**src/design/assert_macros.svh**
```systemverilog
// Concurrent assertion helpers for the span table block.
`ifndef ASSERT_MACROS_SVH
`define ASSERT_MACROS_SVH
`ifndef SYNTHESIS
`define CSST_ASSERT(label, clk, rst_n, prop, msg) \
    label: assert property (@(posedge clk) disable iff (!rst_n) prop) else $error(msg);
`define CSST_ASSERT_NEVER(label, clk, rst_n, expr, msg) \
    label: assert property (@(posedge clk) disable iff (!rst_n) !(expr)) else $error(msg);
`else
`define CSST_ASSERT(label, clk, rst_n, prop, msg)
`define CSST_ASSERT_NEVER(label, clk, rst_n, expr, msg)
`endif
`endif

```
**src/design/csst_pkg.sv**
```systemverilog
`timescale 1ns / 1ps
`default_nettype none

package csst_pkg;

    localparam logic OP_DRAW = 1'b0;
    localparam logic OP_READ = 1'b1;

    localparam logic [15:0] EMPTY_SPAN = 16'hFFFF;

    typedef enum logic [1:0] {
        ST_IDLE,
        ST_SWEEP,
        ST_WALK,
        ST_FINISH
    } csst_state_t;

    typedef struct packed {
        logic load;
        logic sweep;
        logic walk;
        logic push;
    } csst_ctl_t;

    typedef struct packed {
        logic sweep_last;
        logic walk_last;
        logic out_free;
    } csst_stat_t;

endpackage

`default_nettype wire

```
**src/design/csst_if.sv**
```systemverilog
`timescale 1ns / 1ps
`default_nettype none

interface csst_cmd_if;
    logic              valid;
    logic              ready;
    logic              opcode;
    logic signed [9:0] center_x;
    logic signed [9:0] center_y;
    logic [8:0]        radius;
    logic [7:0]        line;

    modport source (output valid, output opcode, output center_x, output center_y,
                    output radius, output line, input ready);
    modport sink   (input valid, input opcode, input center_x, input center_y,
                    input radius, input line, output ready);
endinterface

interface csst_rsp_if;
    logic        valid;
    logic        ready;
    logic [15:0] span_value;
    logic [8:0]  word_offset;
    logic        draw_done;

    modport source (output valid, output span_value, output word_offset,
                    output draw_done, input ready);
    modport sink   (input valid, input span_value, input word_offset,
                    input draw_done, output ready);
endinterface

`default_nettype wire

```
**src/design/csst_ctrl.sv**
```systemverilog
`timescale 1ns / 1ps
`default_nettype none

module csst_ctrl
    import csst_pkg::*;
(
    input  logic       clk,
    input  logic       rst_n,
    input  logic       cmd_valid,
    input  logic       opcode,
    input  csst_stat_t stat,
    output logic       cmd_ready,
    output csst_ctl_t  ctl
);

    csst_state_t state_reg;
    csst_state_t state_next;

    always_ff @(posedge clk or negedge rst_n)
    begin
        if (!rst_n)
        begin
            state_reg <= ST_IDLE;
        end
        else
        begin
            state_reg <= state_next;
        end
    end

    always_comb
    begin
        state_next = state_reg;
        unique case (state_reg)
            ST_IDLE:
            begin
                if (cmd_valid)
                begin
                    state_next = (opcode == OP_READ) ? ST_FINISH : ST_SWEEP;
                end
            end
            ST_SWEEP:
            begin
                if (stat.sweep_last)
                begin
                    state_next = ST_WALK;
                end
            end
            ST_WALK:
            begin
                if (stat.walk_last)
                begin
                    state_next = ST_FINISH;
                end
            end
            ST_FINISH:
            begin
                if (stat.out_free)
                begin
                    state_next = ST_IDLE;
                end
            end
            default:
            begin
                state_next = ST_IDLE;
            end
        endcase
    end

    always_comb
    begin
        ctl       = '0;
        cmd_ready = 1'b0;
        unique case (state_reg)
            ST_IDLE:
            begin
                cmd_ready = 1'b1;
                ctl.load  = cmd_valid;
            end
            ST_SWEEP:
            begin
                ctl.sweep = 1'b1;
            end
            ST_WALK:
            begin
                ctl.walk = 1'b1;
            end
            ST_FINISH:
            begin
                ctl.push = stat.out_free;
            end
            default:
            begin
                ctl = '0;
            end
        endcase
    end

endmodule

`default_nettype wire

```
**src/design/csst_datapath.sv**
```systemverilog
`timescale 1ns / 1ps
`default_nettype none

module csst_datapath
    import csst_pkg::*;
#(
    parameter int LINES        = 160,
    parameter int SCREEN_WIDTH = 240
)
(
    input  logic              clk,
    input  logic              rst_n,
    input  logic              cfg_we,
    input  logic              cfg_wdata,
    input  logic              opcode,
    input  logic signed [9:0] center_x,
    input  logic signed [9:0] center_y,
    input  logic [8:0]        radius,
    input  logic [7:0]        line,
    input  csst_ctl_t         ctl,
    output csst_stat_t        stat,
    input  logic              rsp_ready,
    output logic              rsp_valid,
    output logic [15:0]       span_value,
    output logic [8:0]        word_offset,
    output logic              draw_done
);

    localparam int IDX_W = (LINES > 1) ? $clog2(LINES) : 1;
    localparam logic [IDX_W-1:0]  LAST_IDX   = IDX_W'(LINES - 1);
    localparam logic signed [11:0] ROW_LIM   = 12'(LINES);
    localparam logic [8:0]        LINE_LIM   = 9'(LINES);
    localparam logic signed [11:0] X_MAX     = 12'(SCREEN_WIDTH - 1);
    localparam logic [7:0]        X_MAX8     = 8'(SCREEN_WIDTH - 1);
    localparam logic [1:0]        LAST_PHASE = 2'd3;

    function automatic logic [7:0] clamp_x(input logic signed [11:0] v);
        if (v[11])
        begin
            return 8'd0;
        end
        else if (v > X_MAX)
        begin
            return X_MAX8;
        end
        return v[7:0];
    endfunction

    logic [15:0] span_mem [LINES];
    logic [15:0] rd_data_reg;

    logic               stride_reg,    stride_next;
    logic [LINES-1:0]   valid_reg,     valid_next;
    logic               rsp_valid_reg, rsp_valid_next;
    logic [15:0]        rsp_span_reg,  rsp_span_next;
    logic [8:0]         rsp_off_reg,   rsp_off_next;
    logic               rsp_done_reg,  rsp_done_next;
    logic               is_read_reg,   is_read_next;
    logic               hit_reg,       hit_next;
    logic [8:0]         off_reg,       off_next;
    logic signed [9:0]  cx_reg,        cx_next;
    logic signed [9:0]  cy_reg,        cy_next;
    logic signed [10:0] lo_reg,        lo_next;
    logic signed [10:0] hi_reg,        hi_next;
    logic signed [10:0] x_reg,         x_next;
    logic signed [10:0] y_reg,         y_next;
    logic signed [14:0] d_reg,         d_next;
    logic [1:0]         phase_reg,     phase_next;
    logic [IDX_W-1:0]   idx_reg,       idx_next;

    logic signed [11:0] cx_ext;
    logic signed [11:0] cy_ext;
    logic signed [11:0] half_ext;
    logic signed [11:0] off_ext;
    logic signed [11:0] row;
    logic               row_ok;
    logic               wr_en;
    logic [IDX_W-1:0]   waddr;
    logic [15:0]        span_w;
    logic               d_pos;
    logic signed [10:0] x_upd;
    logic signed [10:0] y_upd;
    logic signed [14:0] x4;
    logic signed [14:0] y4;
    logic signed [14:0] d_upd;
    logic signed [11:0] i_ext;
    logic               sweep_clear;
    logic               line_ok;
    logic               rd_en;
    logic [IDX_W-1:0]   raddr;
    logic               out_free;

    assign cx_ext   = {{2{cx_reg[9]}}, cx_reg};
    assign cy_ext   = {{2{cy_reg[9]}}, cy_reg};
    assign half_ext = phase_reg[1] ? {x_reg[10], x_reg} : {y_reg[10], y_reg};
    assign off_ext  = phase_reg[1] ? {y_reg[10], y_reg} : {x_reg[10], x_reg};
    assign row      = phase_reg[0] ? (cy_ext - off_ext) : (cy_ext + off_ext);
    assign row_ok   = !row[11] && (row < ROW_LIM);
    assign wr_en    = ctl.walk && row_ok;
    assign waddr    = row[IDX_W-1:0];
    assign span_w   = {clamp_x(cx_ext - half_ext), clamp_x(cx_ext + half_ext)};

    assign d_pos = !d_reg[14];
    assign y_upd = d_pos ? (y_reg - 11'sd1) : y_reg;
    assign x_upd = x_reg + 11'sd1;
    assign y4    = {{2{y_upd[10]}}, y_upd, 2'b00};
    assign x4    = {{2{x_upd[10]}}, x_upd, 2'b00};
    assign d_upd = d_reg - (d_pos ? y4 : 15'sd0) + x4 + 15'sd2;

    assign i_ext       = {{(12 - IDX_W){1'b0}}, idx_reg};
    assign sweep_clear = (i_ext < $signed({lo_reg[10], lo_reg}))
                      || (i_ext > $signed({hi_reg[10], hi_reg}));

    assign line_ok = ({1'b0, line} < LINE_LIM);
    assign rd_en   = ctl.load && (opcode == OP_READ) && line_ok;
    assign raddr   = line[IDX_W-1:0];

    assign out_free        = !rsp_valid_reg || rsp_ready;
    assign stat.sweep_last = (idx_reg == LAST_IDX);
    assign stat.walk_last  = (phase_reg == LAST_PHASE) && (y_upd < x_upd);
    assign stat.out_free   = out_free;

    always_ff @(posedge clk)
    begin
        if (wr_en)
        begin
            span_mem[waddr] <= span_w;
        end
        if (rd_en)
        begin
            rd_data_reg <= span_mem[raddr];
        end
    end

    always_comb
    begin
        stride_next    = cfg_we ? cfg_wdata : stride_reg;
        valid_next     = valid_reg;
        rsp_valid_next = rsp_valid_reg;
        rsp_span_next  = rsp_span_reg;
        rsp_off_next   = rsp_off_reg;
        rsp_done_next  = rsp_done_reg;
        is_read_next   = is_read_reg;
        hit_next       = hit_reg;
        off_next       = off_reg;
        cx_next        = cx_reg;
        cy_next        = cy_reg;
        lo_next        = lo_reg;
        hi_next        = hi_reg;
        x_next         = x_reg;
        y_next         = y_reg;
        d_next         = d_reg;
        phase_next     = phase_reg;
        idx_next       = idx_reg;

        if (ctl.load)
        begin
            is_read_next = (opcode == OP_READ);
            hit_next     = line_ok && valid_reg[raddr];
            off_next     = stride_reg ? {line, 1'b0} : {1'b0, line};
            cx_next      = center_x;
            cy_next      = center_y;
            lo_next      = {center_y[9], center_y} - {2'b00, radius};
            hi_next      = {center_y[9], center_y} + {2'b00, radius};
            x_next       = 11'sd0;
            y_next       = {2'b00, radius};
            d_next       = 15'sd3 - {5'b00000, radius, 1'b0};
            phase_next   = 2'd0;
            idx_next     = '0;
        end

        if (ctl.sweep)
        begin
            if (sweep_clear)
            begin
                valid_next[idx_reg] = 1'b0;
            end
            idx_next = idx_reg + 1'b1;
        end

        if (ctl.walk)
        begin
            if (wr_en)
            begin
                valid_next[waddr] = 1'b1;
            end
            phase_next = phase_reg + 2'd1;
            if (phase_reg == LAST_PHASE)
            begin
                x_next = x_upd;
                y_next = y_upd;
                d_next = d_upd;
            end
        end

        if (ctl.push)
        begin
            rsp_valid_next = 1'b1;
            rsp_span_next  = is_read_reg ? (hit_reg ? rd_data_reg : EMPTY_SPAN) : 16'h0000;
            rsp_off_next   = is_read_reg ? off_reg : 9'd0;
            rsp_done_next  = !is_read_reg;
        end
        else if (rsp_ready)
        begin
            rsp_valid_next = 1'b0;
        end
    end

    always_ff @(posedge clk or negedge rst_n)
    begin
        if (!rst_n)
        begin
            stride_reg    <= 1'b0;
            valid_reg     <= '0;
            rsp_valid_reg <= 1'b0;
        end
        else
        begin
            stride_reg    <= stride_next;
            valid_reg     <= valid_next;
            rsp_valid_reg <= rsp_valid_next;
        end
    end

    always_ff @(posedge clk)
    begin
        rsp_span_reg <= rsp_span_next;
        rsp_off_reg  <= rsp_off_next;
        rsp_done_reg <= rsp_done_next;
        is_read_reg  <= is_read_next;
        hit_reg      <= hit_next;
        off_reg      <= off_next;
        cx_reg       <= cx_next;
        cy_reg       <= cy_next;
        lo_reg       <= lo_next;
        hi_reg       <= hi_next;
        x_reg        <= x_next;
        y_reg        <= y_next;
        d_reg        <= d_next;
        phase_reg    <= phase_next;
        idx_reg      <= idx_next;
    end

    assign rsp_valid   = rsp_valid_reg;
    assign span_value  = rsp_span_reg;
    assign word_offset = rsp_off_reg;
    assign draw_done   = rsp_done_reg;

endmodule

`default_nettype wire

```
**src/design/circle_scanline_span_table.sv**
```systemverilog
// Circle scanline span table.
// Commands arrive on the cmd channel (valid/ready); a beat is either a draw
// (center and radius) or a read of one scanline. Every command beat yields
// exactly one result beat on the rsp channel: a read returns the line's span
// (0xFFFF when empty) and its word offset, a draw returns draw_done set.
// The user writes stride_log2 through cfg_we/cfg_wdata while the block is
// idle; the block itself does not enforce this. A read result is loaded into
// the output register from the finish state once that register is free. A
// draw result follows an empty sweep over every table line, then about
// N = floor(radius/sqrt(2)) + 1 midpoint steps, each writing the four rows it
// touches one at a time, as the table has a single write port.
// Commands are taken one at a time; the next one is accepted the cycle after
// the previous result is loaded into the output register.
// Reset clears the per-line valid bits, so every line reads as empty at once,
// and clears stride_log2 and the output register's valid bit.
// When the receiver stalls, the pending result holds in the output register;
// the block still accepts and works on one more command and then waits
// until the output register frees up.
`timescale 1ns / 1ps
`default_nettype none
`include "assert_macros.svh"

module circle_scanline_span_table
    import csst_pkg::*;
#(
    parameter int LINES        = 160,
    parameter int SCREEN_WIDTH = 240
)
(
    input  logic              clk,
    input  logic              rst_n,
    csst_cmd_if.sink          cmd,
    csst_rsp_if.source        rsp,
    input  logic              cfg_we,
    input  logic              cfg_wdata
);

    csst_ctl_t  ctl;
    csst_stat_t stat;
    logic       cmd_ready;

    assign cmd.ready = cmd_ready;

    csst_ctrl u_ctrl (
        .clk       (clk),
        .rst_n     (rst_n),
        .cmd_valid (cmd.valid),
        .opcode    (cmd.opcode),
        .stat      (stat),
        .cmd_ready (cmd_ready),
        .ctl       (ctl)
    );

    csst_datapath #(
        .LINES        (LINES),
        .SCREEN_WIDTH (SCREEN_WIDTH)
    ) u_datapath (
        .clk         (clk),
        .rst_n       (rst_n),
        .cfg_we      (cfg_we),
        .cfg_wdata   (cfg_wdata),
        .opcode      (cmd.opcode),
        .center_x    (cmd.center_x),
        .center_y    (cmd.center_y),
        .radius      (cmd.radius),
        .line        (cmd.line),
        .ctl         (ctl),
        .stat        (stat),
        .rsp_ready   (rsp.ready),
        .rsp_valid   (rsp.valid),
        .span_value  (rsp.span_value),
        .word_offset (rsp.word_offset),
        .draw_done   (rsp.draw_done)
    );

    `CSST_ASSERT(a_one_cmd_in_flight, clk, rst_n, (cmd.valid && cmd.ready) |=> !cmd.ready, "command accepted while busy")
    `CSST_ASSERT(a_draw_ack_zero, clk, rst_n, (rsp.valid && rsp.draw_done) |-> (rsp.span_value == 16'h0000 && rsp.word_offset == 9'd0), "draw result carries data")
    `CSST_ASSERT(a_span_ordered, clk, rst_n, (rsp.valid && !rsp.draw_done && rsp.span_value != EMPTY_SPAN) |-> (rsp.span_value[15:8] <= rsp.span_value[7:0] && rsp.span_value[7:0] <= 8'(SCREEN_WIDTH - 1)), "span limits out of order")
    `CSST_ASSERT_NEVER(a_no_push_when_full, clk, rst_n, ctl.push && rsp.valid && !rsp.ready, "result overwrites a pending beat")

endmodule

`default_nettype wire
```
**src/flat_wrapper.sv**
```systemverilog
// flat-port wrapper written by rule: the top's interface ports become plain ports
module circle_scanline_span_table_flat import csst_pkg::*;
#(
    parameter int LINES        = 160,
    parameter int SCREEN_WIDTH = 240
)
  (clk, rst_n, cfg_we, cfg_wdata, cmd_valid, cmd_opcode, cmd_center_x, cmd_center_y, cmd_radius, cmd_line, cmd_ready, rsp_valid, rsp_span_value, rsp_word_offset, rsp_draw_done, rsp_ready);
  csst_cmd_if cmd_i ();
  csst_rsp_if rsp_i ();
  input  logic clk;
  input  logic rst_n;
  input  logic cfg_we;
  input  logic cfg_wdata;
  input wire logic [$bits(cmd_i.valid)-1:0] cmd_valid;
  input wire logic [$bits(cmd_i.opcode)-1:0] cmd_opcode;
  input wire logic [$bits(cmd_i.center_x)-1:0] cmd_center_x;
  input wire logic [$bits(cmd_i.center_y)-1:0] cmd_center_y;
  input wire logic [$bits(cmd_i.radius)-1:0] cmd_radius;
  input wire logic [$bits(cmd_i.line)-1:0] cmd_line;
  output wire logic [$bits(cmd_i.ready)-1:0] cmd_ready;
  output wire logic [$bits(rsp_i.valid)-1:0] rsp_valid;
  output wire logic [$bits(rsp_i.span_value)-1:0] rsp_span_value;
  output wire logic [$bits(rsp_i.word_offset)-1:0] rsp_word_offset;
  output wire logic [$bits(rsp_i.draw_done)-1:0] rsp_draw_done;
  input wire logic [$bits(rsp_i.ready)-1:0] rsp_ready;
  assign cmd_i.valid = cmd_valid;
  assign cmd_i.opcode = cmd_opcode;
  assign cmd_i.center_x = cmd_center_x;
  assign cmd_i.center_y = cmd_center_y;
  assign cmd_i.radius = cmd_radius;
  assign cmd_i.line = cmd_line;
  assign cmd_ready = cmd_i.ready;
  assign rsp_valid = rsp_i.valid;
  assign rsp_span_value = rsp_i.span_value;
  assign rsp_word_offset = rsp_i.word_offset;
  assign rsp_draw_done = rsp_i.draw_done;
  assign rsp_i.ready = rsp_ready;
  circle_scanline_span_table #(.LINES(LINES), .SCREEN_WIDTH(SCREEN_WIDTH)) u_core (.clk(clk), .rst_n(rst_n), .cmd(cmd_i), .rsp(rsp_i), .cfg_we(cfg_we), .cfg_wdata(cfg_wdata));
endmodule
```
**config.mk**
```make
export PLATFORM = sky130hd
export DESIGN_NAME = circle_scanline_span_table_flat
export DESIGN_NICKNAME = d
export VERILOG_FILES = /design/src/design/csst_pkg.sv /design/src/design/csst_if.sv /design/src/design/csst_ctrl.sv /design/src/design/csst_datapath.sv /design/src/design/circle_scanline_span_table.sv /design/src/flat_wrapper.sv
export VERILOG_INCLUDE_DIRS = /design/src /design/src/design
export SDC_FILE = /design/constraint.sdc
export NUM_CORES = 2
export LEC_CHECK = 0
export BUFFER_PORTS_ARGS = -buffer_cell sky130_fd_sc_hd__buf_4
export CAP_MARGIN = 20
export CELL_PAD_IN_SITES_DETAIL_PLACEMENT = 1
export CELL_PAD_IN_SITES_GLOBAL_PLACEMENT = 2
export CORE_MARGIN = 2
export CORE_UTILIZATION = 50
export DETAILED_ROUTE_END_ITERATION = 6
export GPL_TIMING_DRIVEN = 0
export PLACE_DENSITY_LB_ADDON = 0.1
export SLEW_MARGIN = 20
export SYNTH_ARGS = -nofsm -noshare
export SYNTH_HDL_FRONTEND = slang
export SYNTH_SLANG_ARGS = --single-unit
```
**constraint.sdc**
```tcl
create_clock -name clk -period 13.1 [get_ports clk]
set_clock_uncertainty 0.05 [all_clocks]
set_input_delay 1.31 -clock clk [delete_from_list [all_inputs] [get_ports clk]]
set_output_delay 1.31 -clock clk [all_outputs]
set_load 0.03 [all_outputs]
```
# [Yosys cells after proc, flatten, opt, wreduce, memory -nomap -nowiden]
# Memory sizes are Yosys's and may differ from the RTL's. A register that Yosys moved wholly into a read port is not among the register bits.
# Index checks and enable logic that the tools add are counted.
[op_classes] eq_ne=9 n_lt_le_gt_ge=12 addsub=14 n_reduce_logical=18 muxes=55 n_bitwise=3
[ops] op="two-way mux 160 bit" n=4
[ops] op="AND 160 bit" n=1
[ops] op="inverter 160 bit" n=1
[ops] op="OR 160 bit" n=1
[ops] op="two-way mux 11 bit" n=7
[ops] op="two-way mux 8 bit" n=9
[ops] op="two-way mux 15 bit" n=4
[ops] op="two-way mux 12 bit" n=3
[ops] op="< comparator 8 x 9 -> 1 bit (second input constant)" n=3
[ops] op="adder 10 x 12 -> 12 bit" n=2
[ops] op="greater-than comparator 12 x 9 -> 1 bit (second input constant)" n=2
[ops] op="subtractor 10 x 12 -> 12 bit" n=2
[ops] op="demux 1 bit (select 8 bit)" n=2
[ops] op="greater-or-equal comparator 8 x 1 -> 1 bit (second input constant)" n=2
[ops] op="two-way mux 1 bit" n=16
[ops] op="two-way mux 16 bit" n=1
[ops] op="adder 15 x 13 -> 15 bit" n=1
[ops] op="adder 15 x 3 -> 15 bit (second input constant)" n=1
[ops] op="subtractor 15 bit" n=1
[ops] op="two-way mux 2 bit" n=7
[ops] op="< comparator 12 x 9 -> 1 bit (second input constant)" n=1
[ops] op="adder 10 x 10 -> 11 bit" n=1
[ops] op="adder 11 x 2 -> 11 bit (second input constant)" n=1
[ops] op="greater-than comparator 9 x 11 -> 1 bit" n=1
[ops] op="other kinds (21)" n=37
[word_totals] regBits=290 mem_bits_rw=2560 n_memories=1 word_cells=133
[mem_list] name="u_core.u_datapath.span_mem" depth=160 width=16 rd=1 rd_clocked_by_memory_dff=1 wr=1 line_no="csst_datapath.sv:49" source="logic [15:0] span_mem [LINES];"

# [Longest topological paths before layout]
[depth] word_depth=11 depth_mapped=21 ltp_nobuf=18

# [Hierarchy]
# From an unflattened synthesis, not the netlist that was laid out.
[hier_totals] hier_cells=6236 hier_area_um2=117362.6
[modules_own_cells] mod="csst_datapath" seq_area_each_um2=84771.3 area_each_um2=117158.6 n_inst=1 cells_each=6217
[modules_own_cells] mod="csst_ctrl" seq_area_each_um2=50.0 area_each_um2=203.9 n_inst=1 cells_each=19

# [Worst setup path after synthesis]
# Ideal clock, no wire load.
[synth_timing] path_kind="register -> register" from="register u_core.u_datapath.phase_reg[1]" to="memory u_core.u_datapath.span_mem[0][10], data pin" synth_period_minus_slack_ps=9395 path_buffers=3 t_required_ps=11892 arrival_ps=8186 path_stages_with_launch=15 path_slack_ps=3705 setup_ps=1158 cell_sequence="edfxtp_1 > buf_2 > buf_1 > clkbuf_1 > nand2_1 > o21ai_0 > ha_1 > inv_1 > fa_1 > a211oi_1 > o21bai_1 > a21oi_1 > xor2_1 > o41a_1 > a31oi_1"
[synth_between] elab_chain_len=6
[synth_lines] element="start, declared" line_no="csst_datapath.sv:68" source="logic [1:0] phase_reg, phase_next;"
[synth_lines] element="start signal, assigned" line_no="csst_datapath.sv:240" source="phase_reg <= phase_next;"
[synth_lines] element="two-way mux 12 bit *" line_no="csst_datapath.sv:95" source="assign half_ext = phase_reg[1] ? {x_reg[10], x_reg} : {y_reg[10], y_reg};"
[synth_lines] element="subtractor 10 x 12 -> 12 bit *" line_no="csst_datapath.sv:101" source="assign span_w = {clamp_x(cx_ext - half_ext), clamp_x(cx_ext + half_ext)};"
[synth_lines] element="greater-than comparator 12 x 9 -> 1 bit" line_no="csst_datapath.sv:42" source="else if (v > X_MAX)"
[synth_lines] element="two-way mux 1 bit" line_no="csst_datapath.sv:42"
[synth_lines] element="two-way mux 1 bit" line_no="csst_datapath.sv:38" source="if (v[11])"
[synth_lines] element="two-way mux 8 bit *" line_no="csst_datapath.sv:46" source="return v[7:0];"
[synth_lines] element="net u_core.u_datapath.span_w[10]" line_no="csst_datapath.sv:79" source="logic [15:0] span_w;"
[synth_lines] element="end, declared" line_no="csst_datapath.sv:49"
# The timed path passes the listed nets; every way through them passes the cells marked *.

# [Final worst setup path]
[layout_timing] from="register u_core.u_datapath.phase_reg[1]" to="memory u_core.u_datapath.span_mem[137][6] (enable)"
[layout_between] elab_chain_len=8
[layout_lines] element="two-way mux 12 bit *" line_no="csst_datapath.sv:96" source="assign off_ext = phase_reg[1] ? {y_reg[10], y_reg} : {x_reg[10], x_reg};"
[layout_lines] element="adder 10 x 12 -> 12 bit or subtractor 10 x 12 -> 12 bit (tied branches)" line_no="csst_datapath.sv:97" source="assign row = phase_reg[0] ? (cy_ext - off_ext) : (cy_ext + off_ext);"
[layout_lines] element="two-way mux 12 bit *" line_no="csst_datapath.sv:97"
[layout_lines] element="< comparator 12 x 9 -> 1 bit or logical NOT 1 bit (tied branches)" line_no="csst_datapath.sv:98" source="assign row_ok = !row[11] && (row < ROW_LIM);"
[layout_lines] element="logical AND 1 bit" line_no="csst_datapath.sv:98"
[layout_lines] element="logical AND 1 bit" line_no="csst_datapath.sv:99" source="assign wr_en = ctl.walk && row_ok;"
[layout_lines] element="two-way mux 1 bit" line_no="csst_datapath.sv:125" source="if (wr_en)"
[layout_lines] element="two-way mux 1 bit (not written as such)" line_no="csst_datapath.sv:127" source="span_mem[waddr] <= span_w;"
# Mark *: on every way between the ends. The rest lies on a longest branch, timed or not.

==> flow_summary.toml <==
[status]
status = "complete, but fails checks"
violations = "DRC"

[synth]
synth_cell_types = 81
yosysTopAreaCellShare = 0.686
synth_nets = 6121
synth_area_leaders = "edfxtp_1, mux4_2, dfrtp_1"
synth_most_common_cell = "edfxtp_1"
synth_common_cells = "edfxtp_1, mux4_2, nand2_1"
synth_top_cell_by_area = "edfxtp_1"
syn_area_um2 = 117000
synth_seq_cells = 2864
synth_edf_count = 2664
synth_seq_area_share = 0.727
syn-instance-count = 5956
synthArstFlopShare = 0.0573
synth.avg_cell_area_um2 = 19.6
synth_ff_type = "edfxtp_1"
yosys_warnings = 0

[timing]
period_needed_ns = 7.25
setup_ws_ns = 5.85
setup_viol = 0
tightest_slew_ns = 1.32
rsz0062_at_grt = "false"
slew_viol_final = 0
setup_tns_ns = 0
slew_headroom = 0.116
fmax_mhz = 138
fin_crit_sh = 0.553
finalHoldViolations = 0

[detailed_routing]
ant_nets = 0
drt-total-wl_mm = 457
drc = 2
vias = 70350
detailedRoute.firstIterationViolations = 11738
drt-pass1-iter-count = 7
vias_per_cell = 7.02
wl_per_cell_um = 45.6

[grt]
antenna_found_initial = 24
grt_pass1_vias = 69677
grt_start_max_net_pins = 76
grt_pass1_wl_mm = 611
grt_overflow = 0
track_usage = 0.387

[clock_tree]
cts_made_buffers = 314
cts.sinks = 2864
cts.path.max_buffers = 4
ctsHoldBuffers = 0
path_clk_slew_ns = 0.06
cts_htree_levels = 5
root_buffer = "clkbuf_16"
tritoncts = "yes"
clock_latency_ns = 1.00
ctsResizeCount = 0
cts_setup_buffers = 0

[critical_path]
worst_r2r_startpoint = "u_core.u_datapath.phase_reg[1]"
cp-start-kind = "register"
cp-end-kind = "register"
critPathMaxFanout = 16
r2r_slack_ns = 5.85
worstRegToRegCells = 19
timing.rr.end = "u_core.u_datapath.span_mem[137][6]"
cp.arrival_ns = 7.76
crit_required_ns = 13.62
criticalPathCategory = "reg2reg"

[power_and_ir_drop]
ir_drop_v = 0.000342
finalPower_mw = 30.7
power-per-cell-area_nw_per_um2 = 221
p_leak_nw = 46.0

[final_layout]
design_area_um2 = 139000
largest_reg_flops = 2560
areaGrowthSynthToFinish_pct = 19.2
layout.nets = 6900
final_util = 0.599
drive_gt1_frac = 0.309

[die]
core_area_um2 = 232000
ios = 72
die_x_um = 487
initial_core_util = 0.502
die_area_um2 = 237000
fp-row-count = 177
dieHeight_um = 487

[place]
placement.io_buffers = 66
hpwlAfterDp_mm = 324
placed_area_um2 = 129000
pre_cts_ws_ns = 5.41
gp_congestion = 1.01

[hold_path]
hp-class = "in2async"

[flow_run]
cap_viol_max_count = 0
==> per-stage QoR <==
stage / hold slack, ns / instances
after floorplan: 0.406 / 5956
after global placement: 0.430 / 9065
after detailed placement: 0.440 / 9459
after CTS: 0.180 / 10002
after global routing: 0.212 / 10008
final: 0.200 / 10018
==> cell usage in the layout, fill, tap and decap left out, types with 104 or more instances in the layout <==
cell / netlist / routed
o21ai_0: 211 / 210
dfrtp_1: 164 / 164
ha_1: 104 / 104
buf_4: 6 / 181
nand2_1: 212 / 212
clkbuf_1: 200 / 155
buf_16: 0 / 133
inv_1: 116 / 116
nor2_1: 191 / 127
buf_2: 100 / 146
a21oi_1: 120 / 117
clkbuf_16: 0 / 317
mux4_2: 785 / 785
edfxtp_1: 2664 / 2664
==> worst max-delay path, cell delays in order (launching register included) <==
cell and delay [ns]:
edfxtp_1 0.46, buf_2 0.29, buf_1 0.44, clkbuf_1 0.52, nand2_1 0.10, o21a_1 0.16
ha_1 0.22, a21oi_1 0.17, xor2_1 0.21, ha_1 0.33, a21o_1 0.22, or3_1 0.34
o21bai_1 0.22, a21oi_1 0.14, xnor2_2 0.57, nand4_1 0.21, or4_1 0.60, clkbuf_1 0.35
clkbuf_2 0.49, nor2_4 0.75
==> layer usage <==
layer | global-route usage | part of all wire
met1 | 0.501 | 0.35
met2 | 0.567 | 0.44
met3 | 0.131 | 0.13
met4 | 0.240 | 0.076
met5 | 0.00714 | 0.00024
==> layout make-up <==
cell class / count / area (um^2)
diodes: 13 / 32.5
plain buffers: 367 / 1770
clock buffers: 378 / 8220
clock inverters: 165 / 1570
fillers: 19572 / 93200
inverters: 124 / 470
multi-input cells: 2601 / 31300
flip-flops and latches: 2864 / 84800
well taps: 3043 / 3810
repair buffers: 463 / 7110
==> kinds of logic after synthesis <==
| family | count (synthesis) | share of synthesized area |
|---|---|---|
| compound gates | 756 | 0.0407 |
| xor+xnor | 90 | 0.00689 |
| fa+ha+maj | 121 | 0.0141 |
| buf+inv | 491 | 0.0176 |
| flops | 2864 | 0.727 |
| mux | 864 | 0.158 |
| simple gates | 770 | 0.0351 |
==> report_power, final <==
part | switching (mW) | internal [mW]
combinational | 7.38 | 2.69
sequential | 0.140 | 11.8
clock | 3.68 | 5.04
==> how the worst max path moves through the flow <==
stage,start,end,slack (ns),depth (start not counted)
after detailed placement,cmd_line[2],u_core.u_datapath.rd_data_reg[10],5.41,10
after global placement,u_core.u_datapath.phase_reg[1],u_core.u_datapath.span_mem[158][7],-3.96,16
after global routing,u_core.u_datapath.phase_reg[1],u_core.u_datapath.span_mem[137][6],5.53,19
after CTS,u_core.u_datapath.phase_reg[1],u_core.u_datapath.span_mem[74][2],5.71,18
after floorplan,u_core.u_datapath.phase_reg[1],u_core.u_datapath.span_mem[0][10],3.71,14
final,u_core.u_datapath.phase_reg[1],u_core.u_datapath.span_mem[137][6],5.85,19
Note: power is estimated with default switching activity, not from simulation.
